$ cat config.mk
export PLATFORM = sky130hd
export DESIGN_NAME = touch_swipe_wheel_and_tap_toggle_unit
export DESIGN_NICKNAME = d
export VERILOG_FILES = /design/src/tswt_pkg.sv /design/src/touch_swipe_wheel_and_tap_toggle_unit.sv /design/src/tswt_ctrl.sv /design/src/tswt_dp.sv
export SDC_FILE = /design/constraint.sdc
export NUM_CORES = 1
export LEC_CHECK = 0
export BUFFER_PORTS_ARGS = -buffer_cell sky130_fd_sc_hd__buf_2
export CORE_UTILIZATION = 46
export DETAILED_ROUTE_END_ITERATION = 12
export GPL_ROUTABILITY_DRIVEN = 0
export SYNTH_ARGS = -nofsm -noshare
export SYNTH_HDL_FRONTEND = slang
export SYNTH_SLANG_ARGS = --single-unit
$ cat constraint.sdc
create_clock -name clk -period 8.9 [get_ports clk]
set_input_delay 1.335 -clock clk [delete_from_list [all_inputs] [get_ports clk]]
set_output_delay 1.335 -clock clk [all_outputs]
set_load 0.005 [all_outputs]
$ cat src/tswt_pkg.sv
package tswt_pkg;

	localparam int COORD_BITS_DEF = 9;

	localparam int CFG_IDX_W  = 3;
	localparam int CFG_DATA_W = 16;
	localparam int OUT_W      = 24;

	// register indexes on the configuration port
	localparam logic [CFG_IDX_W-1:0] CFG_LOCK_DISTANCE   = 3'd0;
	localparam logic [CFG_IDX_W-1:0] CFG_PIXELS_PER_STEP = 3'd1;
	localparam logic [CFG_IDX_W-1:0] CFG_BUTTON_BOUNDARY = 3'd2;
	localparam logic [CFG_IDX_W-1:0] CFG_TAP_MAX_MS      = 3'd3;
	localparam logic [CFG_IDX_W-1:0] CFG_MULTITAP_MS     = 3'd4;
	localparam logic [CFG_IDX_W-1:0] CFG_TAP_MAX_MOVE    = 3'd5;
	localparam logic [CFG_IDX_W-1:0] CFG_MAX_STEPS       = 3'd6;

	// register reset values
	localparam logic [7:0]  LOCK_DISTANCE_RST   = 8'd12;
	localparam logic [7:0]  PIXELS_PER_STEP_RST = 8'd32;
	localparam logic [8:0]  BUTTON_BOUNDARY_RST = 9'd342;
	localparam logic [15:0] TAP_MAX_MS_RST      = 16'd280;
	localparam logic [15:0] MULTITAP_MS_RST     = 16'd600;
	localparam logic [7:0]  TAP_MAX_MOVE_RST    = 8'd14;
	localparam logic [6:0]  MAX_STEPS_RST       = 7'd8;

	localparam logic signed [7:0] PENDING_MAX     = 8'sd127;
	localparam logic signed [7:0] PENDING_MIN     = -8'sd127;
	localparam logic [1:0]        TAPS_TO_TOGGLE  = 2'd3;
	localparam logic [7:0]        MIN_STEP_PIXELS = 8'd8;

	typedef enum logic [1:0] {
		ST_IDLE,
		ST_EVAL,
		ST_DIV,
		ST_FIN
	} state_t;

	typedef struct packed {
		logic capture;
		logic eval;
		logic div_step;
		logic load_out;
	} dp_cmd_t;

	typedef struct packed {
		logic need_div;
		logic div_done;
	} dp_sts_t;

endpackage

$ cat src/touch_swipe_wheel_and_tap_toggle_unit.sv
// Touch swipe to wheel converter with a triple-tap controls toggle. Each input
// transaction is a touch sample (tuser = 0) or a consume of pending wheel steps
// (tuser = 1) and yields exactly one output transaction. An item is accepted,
// evaluated and handed to the output register. A sample that locks or moves a
// vertical swipe also runs a repeated-subtraction loop before the hand-off, and
// that loop produces its k wheel steps at one step per cycle. The
// carried remainder is below one step, so k is at most (2^COORD_BITS + 6)/8,
// which is 64 at COORD_BITS = 9 with 8-pixel steps.
// The next item is taken while a finished result still waits in the output
// register. Configuration is written through cfg_we/cfg_index/cfg_data. The user
// must write it only while the block is idle; the block does not enforce this.
module touch_swipe_wheel_and_tap_toggle_unit
	import tswt_pkg::*;
#(
	parameter int COORD_BITS = COORD_BITS_DEF,
	localparam int InW = ((2 * COORD_BITS + 34 + 7) / 8) * 8
)
(
	input  logic                  clk,
	input  logic                  arst_n,
	input  logic                  s_axis_tvalid,
	output logic                  s_axis_tready,
	// pressed, x_pos, y_pos, now_ms, connected, zero fill
	input  logic [InW-1:0]        s_axis_tdata,
	// mode
	input  logic                  s_axis_tuser,
	output logic                  m_axis_tvalid,
	input  logic                  m_axis_tready,
	// wheel_delta, controls_visible, toggled, wheel_left, zero fill
	output logic [OUT_W-1:0]      m_axis_tdata,
	input  logic                  cfg_we,
	input  logic [CFG_IDX_W-1:0]  cfg_index,
	input  logic [CFG_DATA_W-1:0] cfg_data
);

	dp_cmd_t cmd;
	dp_sts_t sts;

	tswt_ctrl u_ctrl (
		.clk       (clk),
		.arst_n    (arst_n),
		.in_valid  (s_axis_tvalid),
		.in_ready  (s_axis_tready),
		.out_valid (m_axis_tvalid),
		.out_ready (m_axis_tready),
		.cmd       (cmd),
		.sts       (sts)
	);

	tswt_dp #(
		.COORD_BITS (COORD_BITS),
		.IN_W       (InW)
	) u_dp (
		.clk       (clk),
		.arst_n    (arst_n),
		.in_data   (s_axis_tdata),
		.in_mode   (s_axis_tuser),
		.cfg_we    (cfg_we),
		.cfg_index (cfg_index),
		.cfg_data  (cfg_data),
		.cmd       (cmd),
		.sts       (sts),
		.out_data  (m_axis_tdata)
	);

endmodule

$ cat src/tswt_ctrl.sv
module tswt_ctrl
	import tswt_pkg::*;
(
	input  logic    clk,
	input  logic    arst_n,
	input  logic    in_valid,
	output logic    in_ready,
	output logic    out_valid,
	input  logic    out_ready,
	output dp_cmd_t cmd,
	input  dp_sts_t sts
);

	state_t state_q, state_n;
	logic   out_valid_q;
	logic   out_free;

	assign out_free = !out_valid_q || out_ready;

	always_comb begin
		state_n = state_q;
		unique case (state_q)
			ST_IDLE: if (in_valid) state_n = ST_EVAL;
			ST_EVAL: state_n = sts.need_div ? ST_DIV : ST_FIN;
			ST_DIV:  if (sts.div_done) state_n = ST_FIN;
			ST_FIN:  if (out_free) state_n = ST_IDLE;
			default: state_n = ST_IDLE;
		endcase
	end

	always_comb begin
		cmd          = '0;
		cmd.capture  = (state_q == ST_IDLE) && in_valid;
		cmd.eval     = (state_q == ST_EVAL);
		cmd.div_step = (state_q == ST_DIV);
		cmd.load_out = (state_q == ST_FIN) && out_free;
		in_ready     = (state_q == ST_IDLE);
	end

	always_ff @(posedge clk or negedge arst_n) begin
		if (!arst_n) begin
			state_q     <= ST_IDLE;
			out_valid_q <= 1'b0;
		end else begin
			state_q <= state_n;
			if (cmd.load_out) begin
				out_valid_q <= 1'b1;
			end else if (out_ready) begin
				out_valid_q <= 1'b0;
			end
		end
	end

	assign out_valid = out_valid_q;

endmodule

$ cat src/tswt_dp.sv
module tswt_dp
	import tswt_pkg::*;
#(
	parameter int COORD_BITS = COORD_BITS_DEF,
	parameter int IN_W       = 56
)
(
	input  logic                  clk,
	input  logic                  arst_n,
	input  logic [IN_W-1:0]       in_data,
	input  logic                  in_mode,
	input  logic                  cfg_we,
	input  logic [CFG_IDX_W-1:0]  cfg_index,
	input  logic [CFG_DATA_W-1:0] cfg_data,
	input  dp_cmd_t               cmd,
	output dp_sts_t               sts,
	output logic [OUT_W-1:0]      out_data
);

	localparam int CW = COORD_BITS;
	localparam int RW = COORD_BITS + 2;
	localparam int BW = (COORD_BITS > 9) ? COORD_BITS : 9;
	localparam int X_LO = 1;
	localparam int Y_LO = X_LO + CW;
	localparam int T_LO = Y_LO + CW;
	localparam int C_BIT = T_LO + 32;

	// configuration
	logic [7:0]  lock_distance_q, pixels_per_step_q, tap_max_move_q;
	logic [8:0]  button_boundary_q;
	logic [15:0] tap_max_ms_q, multitap_ms_q;
	logic [6:0]  max_steps_q;

	// captured item
	logic          mode_q, pressed_q, connected_q;
	logic [CW-1:0] x_q, y_q;
	logic [31:0]   now_q;

	// block state
	logic                 tap_touching_q, tap_moved_q, visible_q;
	logic [CW-1:0]        tap_start_x_q, tap_start_y_q;
	logic [31:0]          tap_start_time_q, last_tap_time_q;
	logic [1:0]           tap_count_q;
	logic                 swipe_active_q, swipe_locked_q, swipe_rejected_q;
	logic [CW-1:0]        swipe_start_x_q, swipe_start_y_q, swipe_last_y_q;
	logic signed [RW-1:0] step_rem_q;
	logic signed [7:0]    pending_q;

	logic                 tap_touching_n, tap_moved_n, visible_n;
	logic [CW-1:0]        tap_start_x_n, tap_start_y_n;
	logic [31:0]          tap_start_time_n, last_tap_time_n;
	logic [1:0]           tap_count_n;
	logic                 swipe_active_n, swipe_locked_n, swipe_rejected_n;
	logic [CW-1:0]        swipe_start_x_n, swipe_start_y_n, swipe_last_y_n;
	logic signed [RW-1:0] step_rem_n;
	logic signed [7:0]    pending_n;

	// divider and result
	logic [RW-1:0]     div_mag_q;
	logic              div_neg_q;
	logic signed [7:0] delta_q, delta_n;
	logic              toggled_q, toggle;
	logic [OUT_W-1:0]  out_data_q;

	logic                 need_div;
	logic signed [RW-1:0] rem_pre;
	logic [31:0]          dt_start, dt_last;
	logic                 tap_in_time, gap_ok, moved_now, far, rej_start;
	logic [1:0]           cnt_inc;
	logic [CW-1:0]        tap_ax, tap_ay, sw_ax, sw_ay, sw_max;
	logic signed [CW:0]   sw_dy, y_step;
	logic signed [7:0]    lim;
	logic [7:0]           pps_eff;
	logic                 div_done;

	assign dt_start    = now_q - tap_start_time_q;
	assign dt_last     = now_q - last_tap_time_q;
	assign tap_in_time = dt_start <= {16'd0, tap_max_ms_q};
	assign gap_ok      = dt_last <= {16'd0, multitap_ms_q};
	assign cnt_inc     = (tap_count_q == 2'd0 || gap_ok) ? tap_count_q + 2'd1 : 2'd1;

	assign tap_ax = (x_q >= tap_start_x_q) ? x_q - tap_start_x_q : tap_start_x_q - x_q;
	assign tap_ay = (y_q >= tap_start_y_q) ? y_q - tap_start_y_q : tap_start_y_q - y_q;
	assign moved_now = (tap_ax > CW'(tap_max_move_q)) || (tap_ay > CW'(tap_max_move_q));

	assign sw_ax  = (x_q >= swipe_start_x_q) ? x_q - swipe_start_x_q : swipe_start_x_q - x_q;
	assign sw_ay  = (y_q >= swipe_start_y_q) ? y_q - swipe_start_y_q : swipe_start_y_q - y_q;
	assign sw_max = (sw_ax > sw_ay) ? sw_ax : sw_ay;
	assign far    = sw_max >= CW'(lock_distance_q);
	assign sw_dy  = $signed({1'b0, y_q}) - $signed({1'b0, swipe_start_y_q});
	assign y_step = $signed({1'b0, y_q}) - $signed({1'b0, swipe_last_y_q});
	assign rej_start = visible_q && (BW'(y_q) >= BW'(button_boundary_q));

	assign lim     = $signed({1'b0, max_steps_q});
	assign pps_eff = (pixels_per_step_q < MIN_STEP_PIXELS) ? MIN_STEP_PIXELS
	                                                       : pixels_per_step_q;
	assign div_done = div_mag_q < RW'(pps_eff);

	always_comb begin
		tap_touching_n   = tap_touching_q;
		tap_moved_n      = tap_moved_q;
		tap_start_x_n    = tap_start_x_q;
		tap_start_y_n    = tap_start_y_q;
		tap_start_time_n = tap_start_time_q;
		last_tap_time_n  = last_tap_time_q;
		tap_count_n      = tap_count_q;
		visible_n        = visible_q;
		swipe_active_n   = swipe_active_q;
		swipe_locked_n   = swipe_locked_q;
		swipe_rejected_n = swipe_rejected_q;
		swipe_start_x_n  = swipe_start_x_q;
		swipe_start_y_n  = swipe_start_y_q;
		swipe_last_y_n   = swipe_last_y_q;
		step_rem_n       = step_rem_q;
		pending_n        = pending_q;
		delta_n          = '0;
		toggle           = 1'b0;
		need_div         = 1'b0;
		rem_pre          = '0;

		if (mode_q) begin
			// consume: clamp pending to the per-consume limit
			if (pending_q > lim) begin
				delta_n = lim;
			end else if (pending_q < -lim) begin
				delta_n = -lim;
			end else begin
				delta_n = pending_q;
			end
			pending_n = pending_q - delta_n;
		end else begin
			// tap detector
			if (!pressed_q) begin
				if (tap_touching_q) begin
					tap_touching_n = 1'b0;
					if (!tap_moved_q && tap_in_time) begin
						last_tap_time_n = now_q;
						if (cnt_inc == TAPS_TO_TOGGLE) begin
							tap_count_n      = 2'd0;
							visible_n        = !visible_q;
							toggle           = 1'b1;
							swipe_active_n   = 1'b0;
							swipe_locked_n   = 1'b0;
							swipe_rejected_n = 1'b0;
							step_rem_n       = '0;
						end else begin
							tap_count_n = cnt_inc;
						end
					end else begin
						tap_count_n = 2'd0;
					end
				end else if (tap_count_q != 2'd0 && !gap_ok) begin
					tap_count_n = 2'd0;
				end
			end else if (!tap_touching_q) begin
				tap_touching_n   = 1'b1;
				tap_moved_n      = 1'b0;
				tap_start_x_n    = x_q;
				tap_start_y_n    = y_q;
				tap_start_time_n = now_q;
			end else if (moved_now) begin
				tap_moved_n = 1'b1;
				tap_count_n = 2'd0;
			end

			// swipe tracker, skipped on a toggle
			if (!toggle) begin
				if (!connected_q || !pressed_q) begin
					swipe_active_n   = 1'b0;
					swipe_locked_n   = 1'b0;
					swipe_rejected_n = 1'b0;
					step_rem_n       = '0;
				end else if (!swipe_active_q) begin
					swipe_active_n   = 1'b1;
					swipe_start_x_n  = x_q;
					swipe_start_y_n  = y_q;
					swipe_last_y_n   = y_q;
					swipe_rejected_n = rej_start;
					swipe_locked_n   = 1'b0;
					step_rem_n       = '0;
				end else if (swipe_rejected_q) begin
					swipe_last_y_n = y_q;
				end else if (!swipe_locked_q) begin
					if (!far) begin
						swipe_last_y_n = y_q;
					end else if (sw_ay <= sw_ax) begin
						// horizontal: last y stays where it was
						swipe_rejected_n = 1'b1;
					end else begin
						swipe_locked_n = 1'b1;
						swipe_last_y_n = y_q;
						rem_pre        = {sw_dy[CW], sw_dy};
						need_div       = 1'b1;
					end
				end else begin
					swipe_last_y_n = y_q;
					rem_pre        = step_rem_q + {y_step[CW], y_step};
					need_div       = 1'b1;
				end
			end
		end
	end

	always_ff @(posedge clk or negedge arst_n) begin
		if (!arst_n) begin
			lock_distance_q   <= LOCK_DISTANCE_RST;
			pixels_per_step_q <= PIXELS_PER_STEP_RST;
			button_boundary_q <= BUTTON_BOUNDARY_RST;
			tap_max_ms_q      <= TAP_MAX_MS_RST;
			multitap_ms_q     <= MULTITAP_MS_RST;
			tap_max_move_q    <= TAP_MAX_MOVE_RST;
			max_steps_q       <= MAX_STEPS_RST;
			tap_touching_q    <= 1'b0;
			tap_moved_q       <= 1'b0;
			tap_start_x_q     <= '0;
			tap_start_y_q     <= '0;
			tap_start_time_q  <= '0;
			last_tap_time_q   <= '0;
			tap_count_q       <= '0;
			visible_q         <= 1'b0;
			swipe_active_q    <= 1'b0;
			swipe_locked_q    <= 1'b0;
			swipe_rejected_q  <= 1'b0;
			swipe_start_x_q   <= '0;
			swipe_start_y_q   <= '0;
			swipe_last_y_q    <= '0;
			step_rem_q        <= '0;
			pending_q         <= '0;
		end else begin
			if (cfg_we) begin
				unique case (cfg_index)
					CFG_LOCK_DISTANCE:   lock_distance_q   <= cfg_data[7:0];
					CFG_PIXELS_PER_STEP: pixels_per_step_q <= cfg_data[7:0];
					CFG_BUTTON_BOUNDARY: button_boundary_q <= cfg_data[8:0];
					CFG_TAP_MAX_MS:      tap_max_ms_q      <= cfg_data[15:0];
					CFG_MULTITAP_MS:     multitap_ms_q     <= cfg_data[15:0];
					CFG_TAP_MAX_MOVE:    tap_max_move_q    <= cfg_data[7:0];
					CFG_MAX_STEPS:       max_steps_q       <= cfg_data[6:0];
					default: ;
				endcase
			end
			if (cmd.eval) begin
				tap_touching_q   <= tap_touching_n;
				tap_moved_q      <= tap_moved_n;
				tap_start_x_q    <= tap_start_x_n;
				tap_start_y_q    <= tap_start_y_n;
				tap_start_time_q <= tap_start_time_n;
				last_tap_time_q  <= last_tap_time_n;
				tap_count_q      <= tap_count_n;
				visible_q        <= visible_n;
				swipe_active_q   <= swipe_active_n;
				swipe_locked_q   <= swipe_locked_n;
				swipe_rejected_q <= swipe_rejected_n;
				swipe_start_x_q  <= swipe_start_x_n;
				swipe_start_y_q  <= swipe_start_y_n;
				swipe_last_y_q   <= swipe_last_y_n;
				step_rem_q       <= step_rem_n;
				pending_q        <= pending_n;
			end
			if (cmd.div_step) begin
				if (!div_done) begin
					// one wheel step per cycle; same-sign steps make saturating
					// each one equal to saturating the total
					if (div_neg_q) begin
						if (pending_q != PENDING_MIN) pending_q <= pending_q - 8'sd1;
					end else begin
						if (pending_q != PENDING_MAX) pending_q <= pending_q + 8'sd1;
					end
				end else begin
					step_rem_q <= div_neg_q ? -$signed(div_mag_q) : $signed(div_mag_q);
				end
			end
		end
	end

	always_ff @(posedge clk) begin
		if (cmd.capture) begin
			mode_q      <= in_mode;
			pressed_q   <= in_data[0];
			x_q         <= in_data[X_LO +: CW];
			y_q         <= in_data[Y_LO +: CW];
			now_q       <= in_data[T_LO +: 32];
			connected_q <= in_data[C_BIT];
		end
		if (cmd.eval) begin
			div_neg_q <= rem_pre[RW-1];
			div_mag_q <= rem_pre[RW-1] ? $unsigned(-rem_pre) : $unsigned(rem_pre);
			delta_q   <= delta_n;
			toggled_q <= toggle;
		end
		if (cmd.div_step && !div_done) begin
			div_mag_q <= div_mag_q - RW'(pps_eff);
		end
		if (cmd.load_out) begin
			out_data_q <= {6'd0, pending_q, toggled_q, visible_q, delta_q};
		end
	end

	assign sts.need_div = need_div;
	assign sts.div_done = div_done;
	assign out_data     = out_data_q;

endmodule

==> impl_metrics.yaml <==
outcome:
  outcome: "completed"
clock_network:
  cts_tree: "done"
  clock_insertion_delay_worst_skew_ns: 0.57
  cts_num_sinks: 303
  cts_hold_buf: 0
  max-clock-path-buffers: 3
  worst_setup_hold_path_clk_slew_ns: 0.06
  cts_max_level: 2
  ctsResizeCount: 0
  cts_setup_buffers: 0
  numCtsBuffers: 39
  ctsRootBufferMaster: "sky130_fd_sc_hd__clkbuf_16"
power_and_ir_drop:
  pwr-share-clk_pct: 15.8
  power.switching_fraction_pct: 45.4
  reported_leakage_power_nw: 11.1
  sequentialPowerShare_pct: 22.1
  power_per_cell_area_nw_per_um2: 403
  maximum_vdd_drop_uv: 274
  power.internal_mw: 5.50
  total_switching_power_mw: 4.57
  share_comb_of_total_power_pct: 62.0
synthesis:
  syn-instance-count: 2451
  synth_warnings: 0
  synth_edf_count: 92
  synth_seq_area_share_pct: 35.8
  ys_dominant_reg_cell: "sky130_fd_sc_hd__dfrtp_1"
  synthesized_flop_and_latch_total: 303
  yosysUniqueCellTypes: 90
  syn_area_per_cell_um2: 9.19
  post_synth_instance_area_um2: 22500
  synth_async_sr_flop_share_pct: 69.6
die:
  die_width_um: 223
  chipHeight_um: 223
  dieArea_um2: 49800
  core_area_um2: 48000
  rows: 80
  floorplan.io_pins: 107
  initial_core_util_pct: 46.9
detailed_routing:
  tritonroute_pass_1_iters: 8
  antenna_left: 0
  avgViaCountPerCell: 5.58
  route.vias.total: 17800
  drt_drc_violations_left: 0
  drt_iter0_markers: 921
  route.detailed.wl_per_inst_um: 17.8
  finalWirelength_um: 56800
grt:
  grt_overflow: 0
  antenna_found_initial: 4
  grt_pass1_vias: 17800
  largest_net_degree_at_the_start_of_global_routing: 98
  grtUsageTotal_pct: 23.3
  wire_length_of_the_first_global_routing_pass_um: 93100
placed_design:
  postPlaceCellArea_um2: 23700
  port_buffers: 96
  hpwlAfterDp_um: 43200
  dpl.cell_count: 3114
layout:
  ff_latch_area_um2: 8070
  finish.instance_area_um2: 24900
  nets: 2898
  fillerInstances: 4474
  synthToLayoutAreaGrowth_pct: 10.8
  multi_input_area_um2: 13200
  most-common-layout-cells: "263 x sky130_fd_sc_hd__ha_1, 259 x sky130_fd_sc_hd__inv_1, 243 x sky130_fd_sc_hd__nand2_1, 223 x sky130_fd_sc_hd__o21ai_0, 192 x sky130_fd_sc_hd__dfrtp_1"
  layout-drive-gt1-share_pct: 12.5
  instances_no_fill: 3187
  layout.cells.most_common: "sky130_fd_sc_hd__ha_1"
timing:
  timing.final.max_slew_violations: 0
  clock-skew-final_ns: 0.0172
  final.period_utilization_pct: 92.3
  timing.max_slew.rel_slack_pct: 20.2
  setup-tns-final_ns: 0
  hold_violations: 0
  fmax_mhz: 122
  finalHoldWorstSlack_ns: 0.419
  setup-violations-final: 0
  fin_crit_ns: 8.21
  worst_slew_pin_slew_ns: 1.19
  rsz0062_at_grt: "false"
run:
  cap_viol_max_count: 0
setup_path:
  most_frequent_cell_on_the_critical_path: "sky130_fd_sc_hd__o21ai_0"
  path_max_fanout: 13
  cp_data_arrival_time_ns: 8.49
  path_class: "reg2reg"
  cp-start-kind: "flip-flop"
  cp_data_required_time_ns: 9.18
  cp_slowest_cell: "sky130_fd_sc_hd__edfxtp_1"
  critPathMaxStageDelay_ns: 0.52
  worst_setup_ep_type: "flip-flop"
hold_path:
  hold_path_class: "reg2reg"
-- metal layers --
| layer | part of all wire, % | vias up | wire length [um] | GRT usage, % |
|---|---|---|---|---|
| met4 | 3.2 | 4 | 1800 | 8.55 |
| met2 | 46 | 369 | 26300 | 38.7 |
| met3 | 4.9 | 113 | 2760 | 3.60 |
| met5 | 0.048 | - | 27 | 0 |
| li1 | - | 8830 | - | - |
| met1 | 46 | 8482 | 25900 | 30.7 |
-- cell type report --
| cell class | count | share of cell area, % |
|---|---|---|
| Inverter | 260 | 3.91 |
| Timing Repair Buffer | 120 | 2.69 |
| Antenna cell | 1 | 0.0100 |
| Clock buffer | 51 | 4.31 |
| Tap cell | 615 | 3.08 |
| Multi-Input combinational cell | 1816 | 52.8 |
| Sequential cell | 303 | 32.3 |
| Clock inverter | 21 | 0.817 |
-- worst max-delay path, delay by kind of cell, from the launching register on --
kind / cells / cell delay [ns]
compound gates: 17 / 3.29
xor+xnor: 1 / 0.16
fa+ha+maj: 4 / 1.12
buf+inv: 4 / 0.62
flops: 1 / 0.52
mux: 2 / 0.77
simple gates: 9 / 1.40
-- synth_stat cells, types with 20 or more instances --
cell type | n | area share (%)
sky130_fd_sc_hd__dfrtp_1 | 192 | 21
sky130_fd_sc_hd__nand4_1 | 28 | 0.78
sky130_fd_sc_hd__o211ai_1 | 20 | 0.67
sky130_fd_sc_hd__mux2_2 | 87 | 4.4
sky130_fd_sc_hd__nor3_1 | 44 | 0.98
sky130_fd_sc_hd__inv_1 | 259 | 4.3
sky130_fd_sc_hd__nor2_1 | 111 | 1.9
sky130_fd_sc_hd__a21oi_1 | 166 | 3.7
sky130_fd_sc_hd__clkbuf_1 | 57 | 0.95
sky130_fd_sc_hd__xor2_1 | 57 | 2.2
sky130_fd_sc_hd__xnor2_1 | 67 | 2.6
sky130_fd_sc_hd__mux2i_1 | 41 | 1.8
sky130_fd_sc_hd__nand3_1 | 45 | 1.0
sky130_fd_sc_hd__edfxtp_1 | 92 | 12
sky130_fd_sc_hd__nand2_1 | 243 | 4.1
sky130_fd_sc_hd__ha_1 | 263 | 15
sky130_fd_sc_hd__a21o_1 | 62 | 2.1
sky130_fd_sc_hd__o22ai_1 | 22 | 0.61
sky130_fd_sc_hd__o21ai_0 | 223 | 5.0
sky130_fd_sc_hd__nand2b_1 | 34 | 0.94
sky130_fd_sc_hd__o21a_1 | 26 | 0.87
sky130_fd_sc_hd__nor2b_1 | 40 | 1.1
-- state kept, by name (all words and copies together), names as in the netlist, 2 cells and up --
signal,count
u_dp.delta_q,8
u_dp.tap_count_q,2
u_dp.swipe_last_y_q,9
u_dp.now_q,32
u_dp.tap_start_y_q,9
u_dp.swipe_start_x_q,9
u_ctrl.state_q,2
u_dp.y_q,9
u_dp.max_steps_q,7
u_dp.tap_max_move_q,8
u_dp.swipe_start_y_q,9
u_dp.tap_max_ms_q,16
u_dp.tap_start_time_q,32
u_dp.lock_distance_q,8
u_dp.tap_start_x_q,9
u_dp.last_tap_time_q,32
u_dp.out_data,18
u_dp.step_rem_q,11
u_dp.div_mag_q,11
u_dp.x_q,9
u_dp.pixels_per_step_q,8
u_dp.pending_q,8
u_dp.button_boundary_q,9
u_dp.multitap_ms_q,16
-- per-stage QoR --
stage	utilization, %	power, mW	setup WS [ns]
2_1_floorplan	-	6.84	1.47
3_3_place_gp	49.3	8.26	0.849
3_5_place_dp	49.3	8.43	0.796
4_1_cts	51.9	10.1	0.756
5_1_grt	51.9	11.0	0.0573
6_report	51.9	10.1	0.686
-- power groups by stage --
| stage | sequential (mW) | clock, mW | combinational (mW) |
|---|---|---|---|
| floorplan | 2.13 | 0 | 4.71 |
| global placement | 2.24 | 0 | 6.02 |
| detailed placement | 2.25 | 0 | 6.17 |
| CTS | 2.23 | 1.64 | 6.23 |
| global route | 2.28 | 1.68 | 7.04 |
| finish | 2.23 | 1.59 | 6.24 |
-- cell families after synthesis --
group,Yosys count,share of synthesized area (%)
AO/OA/AOI/OAI,651,18.0
XOR/XNOR,124,4.82
adder cells (fa/ha/maj),277,15.9
buffers and inverters,337,5.85
flip-flops,303,35.8
multiplexers,132,6.37
other,1,0.0167
AND/OR/NAND/NOR,626,13.2
-- worst paths after layout --
check                           startpoint                  endpoint  slack (ns)  cells past startpoint
max                            u_dp.x_q[1]         u_dp.div_mag_q[8]        0.69                     37
min                        u_dp.delta_q[7]          u_dp.out_data[7]        0.42                      0
max reg2reg                    u_dp.x_q[1]         u_dp.div_mag_q[8]        0.69                     37
min reg2reg                u_dp.delta_q[7]          u_dp.out_data[7]        0.42                      0
max in group asynchronous           arst_n  u_dp.last_tap_time_q[19]        6.68                      2
min in group asynchronous           arst_n     u_dp.tap_start_x_q[8]        0.75                      1
Power figures use the tool's default switching activity.
